[src/hw/rtl/sdt_pkg.sv]
// Shared constants, command codes and controller/datapath interface types.
package sdt_pkg;

    localparam int CAPACITY = 16;

    localparam int DAY_W   = 5;
    localparam int MONTH_W = 4;
    localparam int YEAR_W  = 14;
    localparam int KEY_W   = YEAR_W + MONTH_W + DAY_W;
    localparam int CMD_W   = 2;
    localparam int IDX_W   = 4;
    localparam int COUNT_W = 5;

    localparam int ADDR_W  = $clog2(CAPACITY);
    localparam int CNT_W   = $clog2(CAPACITY + 1);
    localparam int IDXC_W  = (IDX_W > CNT_W) ? IDX_W : CNT_W;

    localparam logic [CMD_W-1:0] CMD_INSERT = 2'd0;
    localparam logic [CMD_W-1:0] CMD_QUERY  = 2'd1;
    localparam logic [CMD_W-1:0] CMD_READ   = 2'd2;
    localparam logic [CMD_W-1:0] CMD_NOP    = 2'd3;

    typedef logic [KEY_W-1:0] key_t;

    // controller -> datapath
    typedef struct packed {
        logic ld_ins;      // capture key, start shift from the top entry
        logic ld_qry;      // capture key, start scan at entry 0
        logic ld_rd;       // capture index, read that entry
        logic shift_step;  // move one entry up by one position
        logic ins_place;   // write key at current position, bump count
        logic scan_step;   // advance scan by one entry
        logic res_drop;    // result: insert refused, table full
        logic res_qry;     // result: membership query
        logic res_rd;      // result: entry read
        logic res_nop;     // result: unused code
    } sdt_cmd_t;

    // datapath -> controller
    typedef struct packed {
        logic full;
        logic i_zero;
        logic ge;          // entry under test >= key
        logic eq;          // entry under test == key
        logic scan_end;    // scan position reached count
    } sdt_stat_t;

endpackage

[src/hw/rtl/sdt_ctrl.sv]
// Command sequencer for the sorted date table.
module sdt_ctrl (
    input  logic                      clk,
    input  logic                      rst_n,
    input  logic                      start,
    input  logic [sdt_pkg::CMD_W-1:0] cmd,
    input  sdt_pkg::sdt_stat_t        stat,
    output sdt_pkg::sdt_cmd_t         ctl,
    output logic                      busy
);

    localparam logic [1:0] ST_IDLE  = 2'd0;
    localparam logic [1:0] ST_SHIFT = 2'd1;
    localparam logic [1:0] ST_SCAN  = 2'd2;
    localparam logic [1:0] ST_RDW   = 2'd3;

    logic [1:0] state_reg;
    logic [1:0] state_next;

    always_ff @(posedge clk or negedge rst_n)
    begin
        if (!rst_n)
        begin
            state_reg <= ST_IDLE;
        end
        else
        begin
            state_reg <= state_next;
        end
    end

    always_comb
    begin
        state_next = state_reg;
        ctl        = '0;
        unique case (state_reg)
            ST_IDLE:
            begin
                if (start)
                begin
                    unique case (cmd)
                        sdt_pkg::CMD_INSERT:
                        begin
                            if (stat.full)
                            begin
                                ctl.res_drop = 1'b1;
                            end
                            else
                            begin
                                ctl.ld_ins = 1'b1;
                                state_next = ST_SHIFT;
                            end
                        end
                        sdt_pkg::CMD_QUERY:
                        begin
                            ctl.ld_qry = 1'b1;
                            state_next = ST_SCAN;
                        end
                        sdt_pkg::CMD_READ:
                        begin
                            ctl.ld_rd  = 1'b1;
                            state_next = ST_RDW;
                        end
                        sdt_pkg::CMD_NOP:
                        begin
                            ctl.res_nop = 1'b1;
                        end
                    endcase
                end
            end
            ST_SHIFT:
            begin
                // equal entries move up too, so the new date lands ahead of them
                if (stat.i_zero || !stat.ge)
                begin
                    ctl.ins_place = 1'b1;
                    state_next    = ST_IDLE;
                end
                else
                begin
                    ctl.shift_step = 1'b1;
                end
            end
            ST_SCAN:
            begin
                if (stat.scan_end || stat.eq)
                begin
                    ctl.res_qry = 1'b1;
                    state_next  = ST_IDLE;
                end
                else
                begin
                    ctl.scan_step = 1'b1;
                end
            end
            ST_RDW:
            begin
                ctl.res_rd = 1'b1;
                state_next = ST_IDLE;
            end
        endcase
    end

    assign busy = (state_reg != ST_IDLE);

    a_no_start_cmd_when_busy: assert property (@(posedge clk) disable iff (!rst_n)
        busy |-> !(ctl.ld_ins || ctl.ld_qry || ctl.ld_rd || ctl.res_drop || ctl.res_nop))
        else $error("load or immediate result issued while busy");

    a_shift_follows_load: assert property (@(posedge clk) disable iff (!rst_n)
        ctl.ld_ins |=> (state_reg == ST_SHIFT))
        else $error("insert load did not enter shift");

    a_one_result: assert property (@(posedge clk) disable iff (!rst_n)
        $onehot0({ctl.res_drop, ctl.res_qry, ctl.res_rd, ctl.res_nop, ctl.ins_place}))
        else $error("more than one result command in a cycle");

endmodule

[src/hw/rtl/sdt_datapath.sv]
// Entry memory, count, position counter, compare and result registers.
module sdt_datapath (
    input  logic                        clk,
    input  logic                        rst_n,
    input  sdt_pkg::sdt_cmd_t           ctl,
    output sdt_pkg::sdt_stat_t          stat,
    input  logic [sdt_pkg::DAY_W-1:0]   day,
    input  logic [sdt_pkg::MONTH_W-1:0] month,
    input  logic [sdt_pkg::YEAR_W-1:0]  year,
    input  logic [sdt_pkg::IDX_W-1:0]   read_index,
    output logic                        done,
    output logic                        found,
    output logic                        full_drop,
    output logic                        entry_valid,
    output logic [sdt_pkg::DAY_W-1:0]   out_day,
    output logic [sdt_pkg::MONTH_W-1:0] out_month,
    output logic [sdt_pkg::YEAR_W-1:0]  out_year,
    output logic [sdt_pkg::COUNT_W-1:0] count
);

    sdt_pkg::key_t mem [sdt_pkg::CAPACITY];

    sdt_pkg::key_t                    key_reg;
    sdt_pkg::key_t                    rd_data_reg;
    logic [sdt_pkg::IDX_W-1:0]        idx_reg;
    logic [sdt_pkg::CNT_W-1:0]        i_reg;
    logic [sdt_pkg::CNT_W-1:0]        i_next;
    logic [sdt_pkg::CNT_W-1:0]        count_reg;
    logic [sdt_pkg::CNT_W-1:0]        count_next;
    logic [sdt_pkg::CNT_W-1:0]        count_m1;
    logic [sdt_pkg::CNT_W-1:0]        i_m1;
    logic [sdt_pkg::CNT_W-1:0]        i_m2;
    logic [sdt_pkg::CNT_W-1:0]        i_p1;
    logic [sdt_pkg::ADDR_W-1:0]       rd_addr;
    logic                             we;
    sdt_pkg::key_t                    wdata;
    logic                             rd_ok;
    logic                             any_res;
    logic                             done_reg;
    logic                             found_reg;
    logic                             full_drop_reg;
    logic                             entry_valid_reg;
    sdt_pkg::key_t                    out_key_reg;

    assign count_m1 = count_reg - sdt_pkg::CNT_W'(1);
    assign i_m1     = i_reg - sdt_pkg::CNT_W'(1);
    assign i_m2     = i_reg - sdt_pkg::CNT_W'(2);
    assign i_p1     = i_reg + sdt_pkg::CNT_W'(1);

    always_comb
    begin
        priority if (ctl.ld_ins)
        begin
            rd_addr = count_m1[sdt_pkg::ADDR_W-1:0];
        end
        else if (ctl.ld_rd)
        begin
            rd_addr = sdt_pkg::ADDR_W'(read_index);
        end
        else if (ctl.shift_step)
        begin
            rd_addr = i_m2[sdt_pkg::ADDR_W-1:0];
        end
        else if (ctl.scan_step)
        begin
            rd_addr = i_p1[sdt_pkg::ADDR_W-1:0];
        end
        else
        begin
            rd_addr = '0;
        end
    end

    assign we    = ctl.shift_step || ctl.ins_place;
    assign wdata = ctl.shift_step ? rd_data_reg : key_reg;

    always_ff @(posedge clk)
    begin
        if (we)
        begin
            mem[i_reg[sdt_pkg::ADDR_W-1:0]] <= wdata;
        end
        rd_data_reg <= mem[rd_addr];
    end

    always_comb
    begin
        i_next = i_reg;
        priority if (ctl.ld_ins)
        begin
            i_next = count_reg;
        end
        else if (ctl.ld_qry)
        begin
            i_next = '0;
        end
        else if (ctl.shift_step)
        begin
            i_next = i_m1;
        end
        else if (ctl.scan_step)
        begin
            i_next = i_p1;
        end
    end

    assign count_next = ctl.ins_place ? (count_reg + sdt_pkg::CNT_W'(1)) : count_reg;

    always_ff @(posedge clk or negedge rst_n)
    begin
        if (!rst_n)
        begin
            i_reg     <= '0;
            count_reg <= '0;
            done_reg  <= 1'b0;
        end
        else
        begin
            i_reg     <= i_next;
            count_reg <= count_next;
            done_reg  <= any_res;
        end
    end

    always_ff @(posedge clk)
    begin
        if (ctl.ld_ins || ctl.ld_qry)
        begin
            key_reg <= {year, month, day};
        end
        if (ctl.ld_rd)
        begin
            idx_reg <= read_index;
        end
    end

    assign stat.full     = (count_reg == sdt_pkg::CNT_W'(sdt_pkg::CAPACITY));
    assign stat.i_zero   = (i_reg == '0);
    assign stat.ge       = (rd_data_reg >= key_reg);
    assign stat.eq       = (rd_data_reg == key_reg);
    assign stat.scan_end = (i_reg >= count_reg);

    assign rd_ok   = (sdt_pkg::IDXC_W'(idx_reg) < sdt_pkg::IDXC_W'(count_reg));
    assign any_res = ctl.res_drop || ctl.res_qry || ctl.res_rd || ctl.res_nop || ctl.ins_place;

    always_ff @(posedge clk)
    begin
        if (any_res)
        begin
            found_reg       <= ctl.res_qry && stat.eq && !stat.scan_end;
            full_drop_reg   <= ctl.res_drop;
            entry_valid_reg <= ctl.res_rd && rd_ok;
            out_key_reg     <= (ctl.res_rd && rd_ok) ? rd_data_reg : '0;
        end
    end

    assign done        = done_reg;
    assign found       = found_reg;
    assign full_drop   = full_drop_reg;
    assign entry_valid = entry_valid_reg;
    assign out_day     = out_key_reg[sdt_pkg::DAY_W-1:0];
    assign out_month   = out_key_reg[sdt_pkg::DAY_W +: sdt_pkg::MONTH_W];
    assign out_year    = out_key_reg[sdt_pkg::DAY_W + sdt_pkg::MONTH_W +: sdt_pkg::YEAR_W];
    assign count       = sdt_pkg::COUNT_W'(count_reg);

    a_count_bound: assert property (@(posedge clk) disable iff (!rst_n)
        count_reg <= sdt_pkg::CNT_W'(sdt_pkg::CAPACITY))
        else $error("entry count above capacity");

    a_place_bumps_count: assert property (@(posedge clk) disable iff (!rst_n)
        ctl.ins_place |=> (count_reg == $past(count_reg) + sdt_pkg::CNT_W'(1)))
        else $error("insert did not advance the count");

    a_drop_only_when_full: assert property (@(posedge clk) disable iff (!rst_n)
        ctl.res_drop |-> stat.full)
        else $error("insert dropped with room left");

endmodule

[src/hw/rtl/sorted_date_table.sv]
// Sorted date table: top level joining the command sequencer and the datapath.
//
// Keeps up to sdt_pkg::CAPACITY dates in ascending order (year, month, day) in an
// entry memory with one write port and one registered read port. A command transfer
// happens on a rising edge with start high and busy low; its one result appears on
// the result ports for exactly one cycle with done high, and the receiver cannot hold
// it off. An insert into a full table or the unused code gives its result without
// raising busy; a read waits on the registered memory read; a query compares entries
// from entry 0 until a hit or the entry count; an insert moves up each entry that is
// not below the new date, then writes it. The memory moves or compares one entry per
// cycle. busy is high from the accepting edge until the result edge, so a new command
// may be given in the cycle that shows the previous result. Entries hold no reset
// value; data from positions at or above count never reaches the result ports.
module sorted_date_table (
    input  logic                        clk,
    input  logic                        rst_n,
    input  logic                        start,
    output logic                        busy,
    input  logic [sdt_pkg::CMD_W-1:0]   cmd,
    input  logic [sdt_pkg::DAY_W-1:0]   day,
    input  logic [sdt_pkg::MONTH_W-1:0] month,
    input  logic [sdt_pkg::YEAR_W-1:0]  year,
    input  logic [sdt_pkg::IDX_W-1:0]   read_index,
    output logic                        done,
    output logic                        found,
    output logic                        full_drop,
    output logic                        entry_valid,
    output logic [sdt_pkg::DAY_W-1:0]   out_day,
    output logic [sdt_pkg::MONTH_W-1:0] out_month,
    output logic [sdt_pkg::YEAR_W-1:0]  out_year,
    output logic [sdt_pkg::COUNT_W-1:0] count
);

    sdt_pkg::sdt_cmd_t  ctl;
    sdt_pkg::sdt_stat_t stat;

    sdt_ctrl u_ctrl (
        .clk   (clk),
        .rst_n (rst_n),
        .start (start),
        .cmd   (cmd),
        .stat  (stat),
        .ctl   (ctl),
        .busy  (busy)
    );

    sdt_datapath u_dp (
        .clk         (clk),
        .rst_n       (rst_n),
        .ctl         (ctl),
        .stat        (stat),
        .day         (day),
        .month       (month),
        .year        (year),
        .read_index  (read_index),
        .done        (done),
        .found       (found),
        .full_drop   (full_drop),
        .entry_valid (entry_valid),
        .out_day     (out_day),
        .out_month   (out_month),
        .out_year    (out_year),
        .count       (count)
    );

endmodule

[config.mk]
export PLATFORM = sky130hd
export DESIGN_NAME = sorted_date_table
export DESIGN_NICKNAME = d
export VERILOG_FILES = /design/src/hw/rtl/sdt_pkg.sv /design/src/hw/rtl/sdt_ctrl.sv /design/src/hw/rtl/sdt_datapath.sv /design/src/hw/rtl/sorted_date_table.sv
export SDC_FILE = /design/constraint.sdc
export NUM_CORES = 1
export LEC_CHECK = 0
export ABC_CLOCK_PERIOD_IN_PS = 3900
export BUFFER_PORTS_ARGS = -buffer_cell sky130_fd_sc_hd__buf_4
export CORE_UTILIZATION = 40
export CTS_BUF_LIST = sky130_fd_sc_hd__clkbuf_16
export CTS_CLUSTER_DIAMETER = 60
export CTS_CLUSTER_SIZE = 12
export DETAILED_ROUTE_END_ITERATION = 10
export GPL_ROUTABILITY_DRIVEN = 0
export PLACE_DENSITY = 0.68
export SLEW_MARGIN = 15
export SYNTH_ARGS = -nofsm -noshare
export SYNTH_HDL_FRONTEND = slang
export SYNTH_SLANG_ARGS = --single-unit
[constraint.sdc]
create_clock -name clk -period 3.9 [get_ports clk]
set_input_delay 0.78 -clock clk [delete_from_list [all_inputs] [get_ports clk]]
set_output_delay 0.78 -clock clk [all_outputs]
set_load 0.02 [all_outputs]
==> key figures <==
Drt
  • Drt drc: 0
  • Wire per inst: 23.24 um
  • Vias per cell: around 5.7
  • Initial DRC count: ~1,300
  • Via count: 11,970
  • Routed WL: slightly below 50,000 um
  • Routed Antenna Nets: 0
  • DRT Pass-1 Iters: 5

Yosys
  • Synth warn: 0
  • Syn_nets: 1,371
  • Post-synth EDFFs: ~420
  • Asr flop ratio synth: 0.02845
  • Register area share after synthesis: 0.7109
  • Area share of the largest cell type after synthesis: 0.6693
  • Syn avg cell area: 14.61 um2
  • Mapped cell area: between 15,000 and 20,000 um2
  • Synth Instances: between 1,000 and 1,500
  • Cell variety after synth: slightly below 60
  • Synth area leaders: edfxtp_1 (67%), nand2_1 (3.3%), a311oi_1 (3.2%)
  • Top_reg_cell synth: edfxtp_1
  • Yosys top cell by area: edfxtp_1
  • #FFs+latches synth: 457

Floorplan
  • Ports: 65
  • Core area: 46,560 um2
  • Die X: about 220 um
  • Die height: roughly 220 um
  • Full die area: roughly 48,000 um2
  • # rows: a little under 80
  • Starting Density: 0.4057

Worst setup path
  • Critical Path, Cell by Cell: inv_2, ha_4, nand4_1, buf_6, or4_4, or3_4, and2_4, a211o_1, o21ai_4, buf_12, buf_12, buf_16, mux2i_2, o22ai_1, or4_1
  • Worst setup SP type: register
  • Worst path slowest cell: or4_4
  • CP delay by family, top: simple AND/OR/NAND/NOR gates
  • Max Fanout on Critical Path: 6
  • Crit. End Element: register
  • Reg-to-Reg Start: u_dp.key_reg[14]$_DFFE_PP_
  • Worst path most repeated cell: buf_12
  • CP bufs+invs: 5
  • Crit. Startpoint: u_dp.key_reg[14]$_DFFE_PP_
  • CP max stage delay: around 0.55 ns
  • Crit Path Category: register to register
  • CP arrival: around 4.3 ns
  • CP required: roughly 4.3 ns
  • Worst R2R End: u_dp.rd_data_reg[16]$_DFF_P_
  • Internal reg-to-reg setup slack: ~0.022 ns
  • R2R depth: 15

Cells and area
  • Area Overhead vs Synth: 20.20%
  • NumNets Final: 1,543
  • Layout cells sized above 1: 0.2074
  • Max FFs per register: 368
  • Final Util: 0.4877
  • Fillers: between 3,000 and 4,000
  • Final instance area: 22,700 um2
  • Non-Filler Instances: 2,102
  • Diode count: 0

Job
  • Maxcap violations: 0

STA
  • Worst Tran Pin Value: 0.8211 ns
  • Clock Skews: ~0.015 ns
  • Relative slew slack: 0.4526
  • Fin. max-slew vios: 0
  • Fin crit share: 0.9943
  • Final worst slack: 0.02230 ns
  • Fin Hold WS: roughly 0.070 ns
  • Fin Setup TNS: 0 ns
  • Peak Freq: between 200 and 300 MHz
  • Final Hold Viols: 0
  • RSZ-0062 raised after global routing: yes
  • Final setup fails: 0
  • Minimum clock period: 3.878 ns

Clock network
  • H-tree Lvls: 2
  • CTS root buf: clkbuf_16
  • Clock sink count: about 460
  • Cts hold-fix bufs: 0
  • Worst-skew pair later-pin latency: 0.56 ns
  • Num CTS Buffers: 44
  • CTS tree: yes
  • CTS Buffer Depth: 3
  • Clock transition at path regs: ~0.06 ns

Power and ir drop
  • PnR Total Power: between 15 and 20 mW
  • Clk pwr share: 0.236
  • P_int: 11.09 mW
  • Switching part of the total power: 0.3393
  • Largest vdd supply drop: 417.2 uV
  • Comb pwr share: 0.380
  • Leak: ~8.6 nW
  • P_sw: roughly 5.7 mW
  • Register share of total power: 0.385
  • Pwr/cell area: about 740 nW/um2

Global route
  • Vias in the first global route: roughly 12,000
  • Initial antenna violation count: 2
  • Grt total ovfl: 0
  • Pin count of the biggest net entering global routing: 39
  • Global-route wire length before repair: just over 70,000 um
  • Global-route usage over all layers: 0.2024

Outcome
  • Status: completed

Place
  • Inst Count DP: 2,007
  • Post-detail-place hpwl: roughly 29,000 um
  • Port Buffer Count: 64
  • Post-DP Area: 21,000 um2
  • Pre-CTS setup slack: -0.1399 ns

Min path
  • Class of the worst hold path: primary input to asynchronous set/reset pin
[how the worst max path moves through the flow]
stage | to | slack (ns) | cells past startpoint
4_1_cts | u_dp.rd_data_reg[14]$_DFF_P_ | 0.01 | 15
3_5_place_dp | u_dp.rd_data_reg[15]$_DFF_P_ | -0.14 | 14
6_report | u_dp.rd_data_reg[16]$_DFF_P_ | 0.02 | 15
2_1_floorplan | u_dp.rd_data_reg[10]$_DFF_P_ | 0.13 | 14
5_1_grt | u_dp.rd_data_reg[13]$_DFF_P_ | -0.06 | 15
3_3_place_gp | u_dp.rd_data_reg[15]$_DFF_P_ | -0.007 | 13
[synth_stat cells, types with 2 or more instances]
cell type	n
a31oi_1	5
buf_2	25
inv_1	38
nand2b_1	7
nor4bb_1	2
a21oi_1	26
and3_1	81
a311oi_1	69
nor4_1	2
a21o_1	4
xnor2_1	6
o211a_1	2
mux2_2	22
and2_1	27
o211ai_1	3
dfxtp_1	23
nand3_1	7
edfxtp_1	421
nor2b_1	3
nand2_1	167
o31ai_1	2
o21ai_0	14
or4_1	24
nand4_1	7
nor3_1	4
clkbuf_1	46
buf_4	5
xor2_1	2
or2_2	5
mux2i_1	48
ha_1	46
a211oi_1	71
o22ai_1	23
buf_6	3
nor2_1	17
dfrtp_1	13
[cell usage in the layout, fill, tap and decap left out, drive strengths merged, types with 3 or more instances in the layout]
cell type    n
a211oi      71
a21o         4
a21oi       27
a311oi      69
a31oi        5
and2        28
and3        81
buf        205
clkbuf      48
dfrtp       13
dfxtp       23
edfxtp     421
ha          46
inv         64
mux2        22
mux2i       48
nand2      168
nand2b       8
nand3        7
nand4        7
nor2        17
nor2b        3
nor3         4
o211ai       3
o21ai       16
o22ai       23
or2          5
or4         24
xnor2        6
[logic make-up (layout without fill, tap and decap cells)]
| family | after synthesis | after routing | share of synthesized area |
|---|---|---|---|
| XOR/XNOR | 8 | 8 | 0.003710 |
| buffers and inverters | 118 | 320 | 0.02729 |
| AND/OR/NAND/NOR | 362 | 362 | 0.09797 |
| adder cells (fa/ha/maj) | 46 | 46 | 0.03047 |
| flip-flops | 457 | 457 | 0.7109 |
| multiplexers | 70 | 70 | 0.03855 |
| AO/OA/AOI/OAI | 232 | 232 | 0.09108 |
[final cells by class]
class                           count  area (um2)  share of cell area
Sequential cell                   457       13430              0.5915
Multi-Input combinational cell    718        5056              0.2227
Timing Repair Buffer              206        1993             0.08779
Clock buffer                       47        1176             0.05181
Tap cell                          607       759.5             0.03345
Clock inverter                     29       147.6            0.006503
Inverter                           38       142.6            0.006283
[power groups by stage]
stage	sequential, mW	clock [mW]	combinational (mW)
global placement	6.54	0	5.70
global route	6.50	4.19	6.82
floorplan	6.66	0	3.23
finish	6.45	3.95	6.37
CTS	6.46	4.01	6.25
detailed placement	6.55	0	5.82
[per-layer routing]
layer  vias up  global-route usage  part of all wire
met2       548              0.3197              0.46
met4         0             0.07106             0.029
li1       5356                   -                 -
met1      5965              0.2793              0.42
met3        98             0.03728             0.091
met5         -                   0                 0
[timing repair]
action                                  in CTS  in global routing
endpoints found under the setup margin      23                 23
pin swaps                                    8                 17
setup buffers                               12                  4
gates resized for setup                     19                 16
gates cloned                                 4                  1
Note: power is estimated with default switching activity, not from simulation.
